==> config.mk <==
export PLATFORM = sky130hd
export DESIGN_NAME = scoped_symbol_table
export DESIGN_NICKNAME = d
export VERILOG_FILES = /design/src/sv/sst_pkg.sv /design/src/sv/scoped_symbol_table.sv /design/src/sv/sst_entry_mem.sv
export SDC_FILE = /design/constraint.sdc
export NUM_CORES = 2
export LEC_CHECK = 0
export ABC_AREA = 1
export BUFFER_PORTS_ARGS = -buffer_cell sky130_fd_sc_hd__buf_2
export CAP_MARGIN = 10
export CELL_PAD_IN_SITES_DETAIL_PLACEMENT = 1
export CELL_PAD_IN_SITES_GLOBAL_PLACEMENT = 2
export CORE_UTILIZATION = 35
export DETAILED_ROUTE_END_ITERATION = 16
export PLACE_DENSITY_LB_ADDON = 0.25
export SYNTH_ARGS = -nofsm -noshare
export SYNTH_HDL_FRONTEND = slang
export SYNTH_SLANG_ARGS = --single-unit
==> constraint.sdc <==
create_clock -name clk_i -period 17.9 [get_ports clk_i]
set_input_delay 1.79 -clock clk_i [delete_from_list [all_inputs] [get_ports clk_i]]
set_output_delay 1.79 -clock clk_i [all_outputs]
set_load 0.02 [all_outputs]
==> src/sv/sst_pkg.sv <==
// Shared types for the scoped symbol table: opcodes, status codes, controller
// states and the entry memory control group. No dependencies.
package sst_pkg;

  typedef enum logic [2:0] {
    OP_DEFINE     = 3'd0,
    OP_LOOKUP_CUR = 3'd1,
    OP_LOOKUP_ALL = 3'd2,
    OP_UPDATE     = 3'd3,
    OP_OPEN       = 3'd4,
    OP_CLOSE      = 3'd5
  } opcode_e;

  typedef enum logic [2:0] {
    ST_OK        = 3'd0,
    ST_NOT_FOUND = 3'd1,
    ST_FULL      = 3'd2,
    ST_OVERFLOW  = 3'd3,
    ST_UNDERFLOW = 3'd4,
    ST_BAD_SLOT  = 3'd5
  } status_e;

  typedef enum logic [1:0] {
    S_IDLE,
    S_SCAN,
    S_CLOSE_WAIT
  } state_e;

  typedef struct packed {
    logic rd_en;
    logic wr_key;
    logic wr_value;
  } mem_ctl_t;

endpackage

==> src/sv/scoped_symbol_table.sv <==
// Scoped symbol table top level: command port, controller, scope start store.
// Depends on sst_pkg and sst_entry_mem.
//
// A command beat is taken when start is high and busy is low; each command
// gives exactly one result, shown on the result ports for one cycle under
// result_valid_o, which the receiver must take then. Define, update and open
// return their result in the cycle after the beat and leave busy low. Close
// also answers in the next cycle; when the enclosing scope is not the
// outermost, busy stays high for one cycle while its start is read back from
// the scope store. A lookup scans the entry memory newest first at one read a
// cycle through its single port, with busy high until the scan ends; the result
// is registered on the first hit, once the last entry of the range has missed,
// or, for an empty range, in the cycle after the beat. Only the low KEY_BITS
// bits of name_key_i are stored and compared. found_slot_o and scope_now_o
// carry the low bits of the slot and of the level.
module scoped_symbol_table #(
  parameter int TABLE_DEPTH = 32,
  parameter int SCOPE_DEPTH = 8,
  parameter int KEY_BITS    = 64
) (
  input  logic               clk_i,
  input  logic               rst_ni,
  input  logic               start,
  output logic               busy,
  input  logic [2:0]         opcode_i,
  input  logic [63:0]        name_key_i,
  input  logic signed [31:0] new_value_i,
  input  logic [4:0]         target_slot_i,
  output logic               result_valid_o,
  output logic [2:0]         status_o,
  output logic [4:0]         found_slot_o,
  output logic signed [31:0] found_value_o,
  output logic [2:0]         scope_now_o
);

  localparam int CW   = $clog2(TABLE_DEPTH + 1);
  localparam int AW   = (TABLE_DEPTH > 1) ? $clog2(TABLE_DEPTH) : 1;
  localparam int LW   = (SCOPE_DEPTH > 1) ? $clog2(SCOPE_DEPTH) : 1;
  localparam int CMPW = (CW > 5) ? CW : 5;

  sst_pkg::state_e state_q, state_d;

  logic [CW-1:0] count_q, count_d;
  logic [LW-1:0] level_q, level_d;
  logic [CW-1:0] cur_start_q, cur_start_d;

  logic [AW-1:0] ptr_q, ptr_d;
  logic [AW-1:0] pend_addr_q, pend_addr_d;
  logic          more_q, more_d;
  logic          pend_q, pend_d;
  logic [CW-1:0] floor_q, floor_d;

  logic [KEY_BITS-1:0] key_q, key_d;

  logic                valid_q, valid_d;
  sst_pkg::status_e    status_q, status_d;
  logic [4:0]          slot_q, slot_d;
  logic signed [31:0]  value_q, value_d;

  logic [CW-1:0] scopes_q [SCOPE_DEPTH];
  logic [CW-1:0] sc_rd_q;
  logic          sc_we, sc_re;
  logic [LW-1:0] sc_waddr, sc_raddr;

  sst_pkg::mem_ctl_t   mem_ctl;
  logic [AW-1:0]       mem_addr;
  logic [KEY_BITS-1:0] rkey;
  logic signed [31:0]  rval;

  sst_pkg::opcode_e op;
  logic             accept;
  logic             is_lookup;
  logic [CW-1:0]    lk_floor;
  logic             lk_empty;
  logic             close_rd;
  logic             hit;

  assign op        = sst_pkg::opcode_e'(opcode_i);
  assign accept    = start && (state_q == sst_pkg::S_IDLE);
  assign is_lookup = (op == sst_pkg::OP_LOOKUP_CUR) || (op == sst_pkg::OP_LOOKUP_ALL);
  assign lk_floor  = (op == sst_pkg::OP_LOOKUP_CUR) ? cur_start_q : '0;
  assign lk_empty  = (count_q == lk_floor);
  assign close_rd  = (op == sst_pkg::OP_CLOSE) && (level_q > LW'(1));
  assign hit       = pend_q && (rkey == key_q);

  sst_entry_mem #(
    .DEPTH    (TABLE_DEPTH),
    .KEY_BITS (KEY_BITS),
    .AW       (AW)
  ) u_entry_mem (
    .clk_i  (clk_i),
    .ctl_i  (mem_ctl),
    .addr_i (mem_addr),
    .wkey_i (name_key_i[KEY_BITS-1:0]),
    .wval_i (new_value_i),
    .rkey_o (rkey),
    .rval_o (rval)
  );

  always_comb begin
    state_d = state_q;
    unique case (state_q)
      sst_pkg::S_IDLE: begin
        if (accept && is_lookup && !lk_empty) begin
          state_d = sst_pkg::S_SCAN;
        end else if (accept && close_rd) begin
          state_d = sst_pkg::S_CLOSE_WAIT;
        end
      end
      sst_pkg::S_SCAN: begin
        if (hit || !more_q) begin
          state_d = sst_pkg::S_IDLE;
        end
      end
      sst_pkg::S_CLOSE_WAIT: begin
        state_d = sst_pkg::S_IDLE;
      end
      default: begin
        state_d = sst_pkg::S_IDLE;
      end
    endcase
  end

  always_comb begin
    count_d     = count_q;
    level_d     = level_q;
    cur_start_d = cur_start_q;
    ptr_d       = ptr_q;
    pend_addr_d = pend_addr_q;
    more_d      = more_q;
    pend_d      = pend_q;
    floor_d     = floor_q;
    key_d       = key_q;
    valid_d     = 1'b0;
    status_d    = status_q;
    slot_d      = slot_q;
    value_d     = value_q;
    sc_we       = 1'b0;
    sc_re       = 1'b0;
    sc_waddr    = level_q + LW'(1);
    sc_raddr    = level_q - LW'(1);
    mem_ctl     = '0;
    mem_addr    = ptr_q;

    unique case (state_q)
      sst_pkg::S_IDLE: begin
        if (accept) begin
          valid_d  = 1'b1;
          status_d = sst_pkg::ST_OK;
          slot_d   = '0;
          value_d  = '0;
          case (op)
            sst_pkg::OP_DEFINE: begin
              if (count_q == CW'(TABLE_DEPTH)) begin
                status_d = sst_pkg::ST_FULL;
              end else begin
                mem_addr       = AW'(count_q);
                mem_ctl.wr_key   = 1'b1;
                mem_ctl.wr_value = 1'b1;
                slot_d         = 5'(count_q);
                count_d        = count_q + CW'(1);
              end
            end
            sst_pkg::OP_LOOKUP_CUR, sst_pkg::OP_LOOKUP_ALL: begin
              key_d = name_key_i[KEY_BITS-1:0];
              if (lk_empty) begin
                status_d = sst_pkg::ST_NOT_FOUND;
              end else begin
                valid_d = 1'b0;
                ptr_d   = AW'(count_q - CW'(1));
                floor_d = lk_floor;
                more_d  = 1'b1;
                pend_d  = 1'b0;
              end
            end
            sst_pkg::OP_UPDATE: begin
              slot_d = target_slot_i;
              if (CMPW'(target_slot_i) >= CMPW'(count_q)) begin
                status_d = sst_pkg::ST_BAD_SLOT;
              end else begin
                mem_addr         = AW'(target_slot_i);
                mem_ctl.wr_value = 1'b1;
              end
            end
            sst_pkg::OP_OPEN: begin
              if (level_q == LW'(SCOPE_DEPTH - 1)) begin
                status_d = sst_pkg::ST_OVERFLOW;
              end else begin
                sc_we       = 1'b1;
                level_d     = level_q + LW'(1);
                cur_start_d = count_q;
              end
            end
            sst_pkg::OP_CLOSE: begin
              if (level_q == '0) begin
                status_d = sst_pkg::ST_UNDERFLOW;
              end else begin
                count_d = cur_start_q;
                level_d = level_q - LW'(1);
                if (close_rd) begin
                  sc_re = 1'b1;
                end else begin
                  cur_start_d = '0;
                end
              end
            end
            default: begin
            end
          endcase
        end
      end
      sst_pkg::S_SCAN: begin
        if (hit) begin
          valid_d  = 1'b1;
          status_d = sst_pkg::ST_OK;
          slot_d   = 5'(pend_addr_q);
          value_d  = rval;
          pend_d   = 1'b0;
          more_d   = 1'b0;
        end else if (!more_q) begin
          valid_d  = 1'b1;
          status_d = sst_pkg::ST_NOT_FOUND;
          slot_d   = '0;
          value_d  = '0;
          pend_d   = 1'b0;
        end else begin
          mem_addr      = ptr_q;
          mem_ctl.rd_en = 1'b1;
          pend_d        = 1'b1;
          pend_addr_d   = ptr_q;
          if (CW'(ptr_q) == floor_q) begin
            more_d = 1'b0;
          end else begin
            ptr_d = ptr_q - AW'(1);
          end
        end
      end
      sst_pkg::S_CLOSE_WAIT: begin
        cur_start_d = sc_rd_q;
      end
      default: begin
      end
    endcase
  end

  always_ff @(posedge clk_i or negedge rst_ni) begin
    if (!rst_ni) begin
      state_q     <= sst_pkg::S_IDLE;
      count_q     <= '0;
      level_q     <= '0;
      cur_start_q <= '0;
      more_q      <= 1'b0;
      pend_q      <= 1'b0;
      valid_q     <= 1'b0;
    end else begin
      state_q     <= state_d;
      count_q     <= count_d;
      level_q     <= level_d;
      cur_start_q <= cur_start_d;
      more_q      <= more_d;
      pend_q      <= pend_d;
      valid_q     <= valid_d;
    end
  end

  always_ff @(posedge clk_i) begin
    ptr_q       <= ptr_d;
    pend_addr_q <= pend_addr_d;
    floor_q     <= floor_d;
    key_q       <= key_d;
    status_q    <= status_d;
    slot_q      <= slot_d;
    value_q     <= value_d;
  end

  always_ff @(posedge clk_i) begin
    if (sc_we) begin
      scopes_q[sc_waddr] <= count_q;
    end
    if (sc_re) begin
      sc_rd_q <= scopes_q[sc_raddr];
    end
  end

  assign busy           = (state_q != sst_pkg::S_IDLE);
  assign result_valid_o = valid_q;
  assign status_o       = status_q;
  assign found_slot_o   = slot_q;
  assign found_value_o  = value_q;
  assign scope_now_o    = 3'(level_q);

  a_count_bound: assert property (@(posedge clk_i) disable iff (!rst_ni)
    count_q <= CW'(TABLE_DEPTH))
    else $error("entry count beyond table depth");

  a_start_bound: assert property (@(posedge clk_i) disable iff (!rst_ni)
    (state_q == sst_pkg::S_IDLE) |-> (cur_start_q <= count_q))
    else $error("scope start above entry count");

  a_quick_result: assert property (@(posedge clk_i) disable iff (!rst_ni)
    (accept && !is_lookup) |=> result_valid_o)
    else $error("missing result after non-lookup command");

  a_scan_stays_in_range: assert property (@(posedge clk_i) disable iff (!rst_ni)
    (state_q == sst_pkg::S_SCAN && more_q) |-> (CW'(ptr_q) >= floor_q && CW'(ptr_q) < count_q))
    else $error("scan pointer outside live range");

  a_no_result_mid_scan: assert property (@(posedge clk_i) disable iff (!rst_ni)
    (state_q == sst_pkg::S_SCAN) |-> !result_valid_o)
    else $error("result strobe during a scan");

endmodule

==> src/sv/sst_entry_mem.sv <==
// Entry store of the scoped symbol table: key and value per slot, one shared
// port, registered read data. Depends on sst_pkg for the control group.
module sst_entry_mem #(
  parameter int DEPTH    = 32,
  parameter int KEY_BITS = 64,
  parameter int AW       = 5
) (
  input  logic                clk_i,
  input  sst_pkg::mem_ctl_t   ctl_i,
  input  logic [AW-1:0]       addr_i,
  input  logic [KEY_BITS-1:0] wkey_i,
  input  logic signed [31:0]  wval_i,
  output logic [KEY_BITS-1:0] rkey_o,
  output logic signed [31:0]  rval_o
);

  typedef struct packed {
    logic [KEY_BITS-1:0] key;
    logic signed [31:0]  value;
  } entry_t;

  entry_t mem_q [DEPTH];

  always_ff @(posedge clk_i) begin
    if (ctl_i.wr_key) begin
      mem_q[addr_i].key <= wkey_i;
    end
    if (ctl_i.wr_value) begin
      mem_q[addr_i].value <= wval_i;
    end
  end

  always_ff @(posedge clk_i) begin
    if (ctl_i.rd_en) begin
      rkey_o <= mem_q[addr_i].key;
      rval_o <= mem_q[addr_i].value;
    end
  end

endmodule
# Word level (Yosys, flattened, before mapping)

Memory sizes are Yosys's and may differ from the RTL's. A register that Yosys moved wholly into a read port is not among the register bits.
Cells that the tools add are included.

Word-level logic and storage cells: 172
Flip-flop bits (word level): 140
Output and inout bits: 45
RAM bits: 3,120
Input bits: 107
Memories kept: 2

Eq/ne operators: 28
Reductions and logical operators: 29
Bitwise operators: 2
Add/subtract/negate cells: 5
Multiplexer cells: 90
Magnitude comparators: 2

Memory list:

| name              | words | bits a word | read ports | clocked after Yosys merged registers in | wr ports | RTL line                  | source |
|---|---|---|---|---|---|---|---|
| u_entry_mem.mem_q | 32    | 96          | 1          | 1                                       | 1        | sst_entry_mem.sv:22       | `entry_t mem_q [DEPTH];` |
| scopes_q          | 8     | 6           | 1          | 1                                       | 1        | scoped_symbol_table.sv:60 | `logic [CW-1:0] scopes_q [SCOPE_DEPTH];` |

Operator list:

| cell                | count |
|---|---|
| $mux 32             | 3 |
| $mux 5              | 14 |
| $eq 64x64->1        | 1 |
| $pmux 32 s2         | 1 |
| $mux 6              | 7 |
| $pmux 5 s2          | 4 |
| $pmux 6 s2          | 3 |
| $mux 1              | 35 |
| $mux 3              | 7 |
| $ne 2x2->1 const B  | 9 |
| $mux 2              | 8 |
| $pmux 3 s5          | 1 |
| $ne 3x3->1 const B  | 4 |
| $pmux 3 s2          | 2 |
| $reduce_and 5->1    | 2 |
| $reduce_bool 2->1   | 5 |
| $sub 5x1->5 const B | 2 |
| $eq 3x3->1 const B  | 3 |
| $reduce_and 3->1    | 3 |
| $pmux 1 s2          | 4 |
| $reduce_and 4->1    | 2 |
| $reduce_and 7->1    | 1 |
| $add 6x1->6 const B | 1 |
| $eq 3x2->1 const B  | 2 |
| other kinds (22)    | 32 |

# Depth between registers and ports, before layout

Depth after elaboration: 7
Gate-level depth with buffers: 23

# By module

A second synthesis with hierarchy kept.

Cells, all modules: 13,169
Area total of the unflattened synthesis: 139,203.5 um^2

By module, submodules not included:

| module              | area each (um^2) | cells an instance | sequential area each (um^2) | times used |
|---|---|---|---|---|
| sst_entry_mem       | 130,067.2        | 12,216            | 95,131.2                    | 1 |
| scoped_symbol_table | 9,136.3          | 953               | 5,725.5                     | 1 |

# Worst setup path before layout

OpenSTA, ideal clock, no wires.

Kind: in2reg
Start point: input target_slot_i[4]
End point: memory u_entry_mem.mem_q[6][32] in the netlist's numbering, enable pin
Path slack: 9.531 ns
Library setup time: 0.565 ns
Buffers on the path: 2
Arrival: 7.804 ns
Stages on the path: 14
Path through: ha_1 inv_1 nor2_1 a21boi_2 nand2_1 nand2_1 nand3_1 nand2_4 inv_2 nor2_4 buf_2 buf_4 inv_2 nor3_1

Cells in the longest elaborated chain, start to end: 5

Ends and longest elaborated chain:

| what            | RTL line                   | source |
|---|---|---|
| start, declared | scoped_symbol_table.sv:28  | `input logic [4:0] target_slot_i,` |
| $ge 5x6->1      | scoped_symbol_table.sv:178 | `if (CMPW'(target_slot_i) >= CMPW'(count_q)) begin` |
| $mux 5 (*)      | scoped_symbol_table.sv:178 |  |
| $pmux 5 s2 (*)  | scoped_symbol_table.sv:152 | `case (op)` |
| $mux 5 (*)      | scoped_symbol_table.sv:147 | `if (accept) begin` |
| $mux 5 (*)      | n/a                        |  |
| end, declared   | sst_entry_mem.sv:22        |  |

Every way passes the cells marked *; elsewhere a longest branch is shown, timed or not.

# Worst setup path in the final report

Start point: register count_q[3]
End point: register u_entry_mem.rval_o[25] (read register of u_entry_mem.mem_q), data pin

Cells in the longest elaborated chain, start to end: 5
Elaborated cells on any way between the ends: 7
Those cells by class: order compare (1); eq/ne (1); mux (5)

Ends and longest elaborated chain:

| what                                     | RTL line                                               | source |
|---|---|---|
| start, declared                          | scoped_symbol_table.sv:43                              | `logic [CW-1:0] count_q, count_d;` |
| start signal, assigned                   | scoped_symbol_table.sv:257                             | `count_q <= count_d;` |
| $ge 5x6->1 or $eq 6x6->1 (tied branches) | scoped_symbol_table.sv:178, scoped_symbol_table.sv:154 |  |
| $mux 5, on equally long branches         | scoped_symbol_table.sv:178, scoped_symbol_table.sv:154 |  |
| $pmux 5 s2 (*)                           | scoped_symbol_table.sv:152                             |  |
| $mux 5 (*)                               | scoped_symbol_table.sv:147                             |  |
| $mux 5 (*)                               | n/a                                                    |  |
| end, declared                            | sst_entry_mem.sv:14                                    | `output logic signed [31:0] rval_o` |

Marks and branches as above.
A chain may end at the register's enable or synchronous reset.

==> reports/qor.txt <==
Status - completed
Max-cap violation count - 0
Leading cell type in the layout, fill and taps excluded - nand2_1
Min cycle time layout - 7.94 ns
Worst Clk Skew - 0.0449 ns
Setup TNS - 0 ns
Worst-margin pin slew - 1.34 ns
Root Driver - clkbuf_16
Post-route ant nets - 0
Synth Register Bits - 3362
Area delta synth->final - 12.8%
Final period util - 0.444
Final #Nets - 13328
Leakage - 0.0639 uW
Boundary Pins - 152
Startpoint Class - flop
Final hold violations - 0
Commonest non-fill, non-tap cells in the layout - nand2_1 (6772), edfxtp_1 (3342), nand3_1 (1559), clkbuf_16 (398), nor2_1 (311)
Antenna violations before repair - 49
Post-CTS setup buffer count - 0
Mapped Cells - 13232
Post_cts resized - 0
Largest net degree at the start of global routing - 203
RSZ-0062 raised after global routing - false
Die Area - 407000 um^2
Final setup violating endpoints - 0
Critical path class - reg2reg
Htree depth - 5
Gr usage total - 0.239
CP Capture Type - flop
Row count - 233
CTS tree - done
DRC - 0
Inserted Clock Buffers - 389
PortBufs - 151
Mapped Avg Cell Area - 10.7 um^2
Yosys cell types - 39
Max Slew Vio Count - 0
Worst path arrival time - 8.77 ns
Worst-skew pair later-pin latency - 0.99 ns
Fmax - 126 MHz
Syn Nets - 13352
Vias in the first global route - 102074
Final WL - 496000 um
Clock Sinks - 3362
Initial DRC count - 7610
First-pass GRT wire length - 718000 um
Starting Density - 0.352
Routability Congestion - 0.774
HPWL after DPL - 255000 um
Die X - 638 um
Worst EP required - 18.72 ns
DR vias - 98586
Hold buffer count at CTS - 0
Mapped Area - 142000 um^2
Power Dens Cells - 143 nW/um^2
DR WL/cell - 26.2 um
Post-synth EDFFs - 3342
Worst min path class - reg2reg
Via-per-instance ratio - 5.21
Clk pin slew, worst setup/hold paths - 0.06 ns
Yosys warnings - 0
Sequential fraction of the synthesis area - 0.713
Post-synthesis async set-or-reset flop share - 0.00595
Max FO, Critical Path - 95
Main synth FF type - edfxtp_1
Core outline area - 403000 um^2
Layout cells sized above 1 - 0.0750
Die height - 638 um
DR pass1 iterations - 7
Gr ovfl total - 0
VDD IR-drop max - 0.116 mV
Slew Limit Headroom - 0.105
Worst hold margin - 0.521 ns
Bufs on Longest Clock Path - 4
==> routing by layer <==
metal	vias up	share of wire	global-route usage
met5	-	0.00011	0
met4	8	0.026	0.0592
li1	44421	-	-
met1	51240	0.43	0.314
met3	705	0.044	0.0284
met2	2212	0.50	0.420
==> critical path: stages (launching register included) <==
cell,delay [ns]
dfrtp_1,0.80
inv_1,0.29
ha_1,0.38
nand2_1,0.06
nor2_1,0.10
nand2_1,0.07
nand2_1,0.18
nand2_1,0.13
nand3_4,0.40
buf_4,0.58
buf_4,0.63
buf_4,0.71
buf_4,0.85
buf_4,0.95
buf_4,0.70
nand3_1,0.20
nand2_1,0.12
nand2_1,0.05
nand2_1,0.08
nand2_1,0.05
nand2_1,0.09
nor2_1,0.04
nand2_1,0.05
==> worst paths after layout <==
path / end / slack (ns) / start / cells after the start
hold reg to reg: cur_start_q[2]$_DFFE_PN0P_ / 0.52 / sc_rd_q[2]$_DFFE_PP_ / 2
hold / removal: cur_start_q[2]$_DFFE_PN0P_ / 0.52 / sc_rd_q[2]$_DFFE_PP_ / 2
min in group asynchronous: pend_q$_DFFE_PN0P_ / 0.81 / rst_ni / 1
max in group asynchronous: cur_start_q[3]$_DFFE_PN0P_ / 16.72 / rst_ni / 1
setup reg to reg: u_entry_mem.rval_o[25]$_DFFE_PP_ / 9.96 / count_q[3]$_DFFE_PN0P_ / 22
setup / recovery: u_entry_mem.rval_o[25]$_DFFE_PP_ / 9.96 / count_q[3]$_DFFE_PN0P_ / 22
==> power by group <==
part / internal, uW / switching (uW)
registers: 8970 / 124
logic: 1470 / 4610
clock network: 4310 / 3280
total: 14700 / 8020
==> Yosys cell counts, types with 6 or more instances <==
library cell     n  area [um^2]
or2_2            9         56.3
o21ai_0         63          315
inv_2           17         63.8
clkbuf_1       208          781
nand2_2          6         37.5
nor2_1         312         1170
dfrtp_1         20          500
buf_2          497         2490
buf_6            8         90.1
nand2_1       6773        25400
nand3_1       1561         7810
xor2_1          32          280
buf_1           63          236
xnor2_1          7         61.3
edfxtp_1      3342       100000
ha_1            13          163
nand4_1          8         50.1
buf_4           16          120
nor3_1          59          295
o211ai_1         9         67.6
o22ai_1         14         87.6
nor3_2          20          200
a31oi_1          8         50.1
nor2_4           9          101
inv_1          128          480
==> logic make-up (layout without fill, tap and decap cells) <==
| family | after synthesis | after routing | share of synthesized area |
|---|---|---|---|
| simple gates | 8770 | 8770 | 0.249 |
| flops | 3362 | 3362 | 0.713 |
| buf+inv | 939 | 1227 | 0.0301 |
| compound gates | 109 | 109 | 0.00451 |
| xor+xnor | 39 | 39 | 0.00241 |
| fa+ha+maj | 13 | 13 | 0.00115 |
| other cells | 0 | 13 | 0 |
==> sequential cells by signal, indices dropped and copies added, names as in the netlist, 6 cells and up <==
name / flops
u_entry_mem.mem_q: 3072
count_q: 6
u_entry_mem.rval_o: 32
sc_rd_q: 6
found_value_o: 32
cur_start_q: 6
scopes_q: 48
floor_q: 6
key_q: 64
u_entry_mem.rkey_o: 64
==> metrics by stage <==
| stage | total power [uW] | util | std cells | setup WS (ns) | cell area (um^2) |
|---|---|---|---|---|---|
| 2_1_floorplan | 13100 | - | 13232 | 9.53 | 142000 |
| 3_3_place_gp | 15300 | 0.367 | 18221 | 9.29 | 148000 |
| 3_5_place_dp | 15400 | 0.367 | 18222 | 9.19 | 148000 |
| 4_1_cts | 23000 | 0.396 | 18925 | 9.98 | 160000 |
| 5_1_grt | 23900 | 0.396 | 18930 | 9.45 | 160000 |
| 6_report | 22800 | 0.396 | 18938 | 9.96 | 160000 |
==> area by class of cell <==
class | instances | area [um^2]
Fill cell | 43827 | 243000
Inverter | 147 | 567
Clock buffer | 490 | 10300
Antenna cell | 13 | 32.5
Timing Repair Buffer | 377 | 2630
Tap cell | 5405 | 6760
Clock inverter | 213 | 1620
Sequential cell | 3362 | 101000
Multi-Input combinational cell | 8931 | 36800
(Power assumes the default switching activity.)
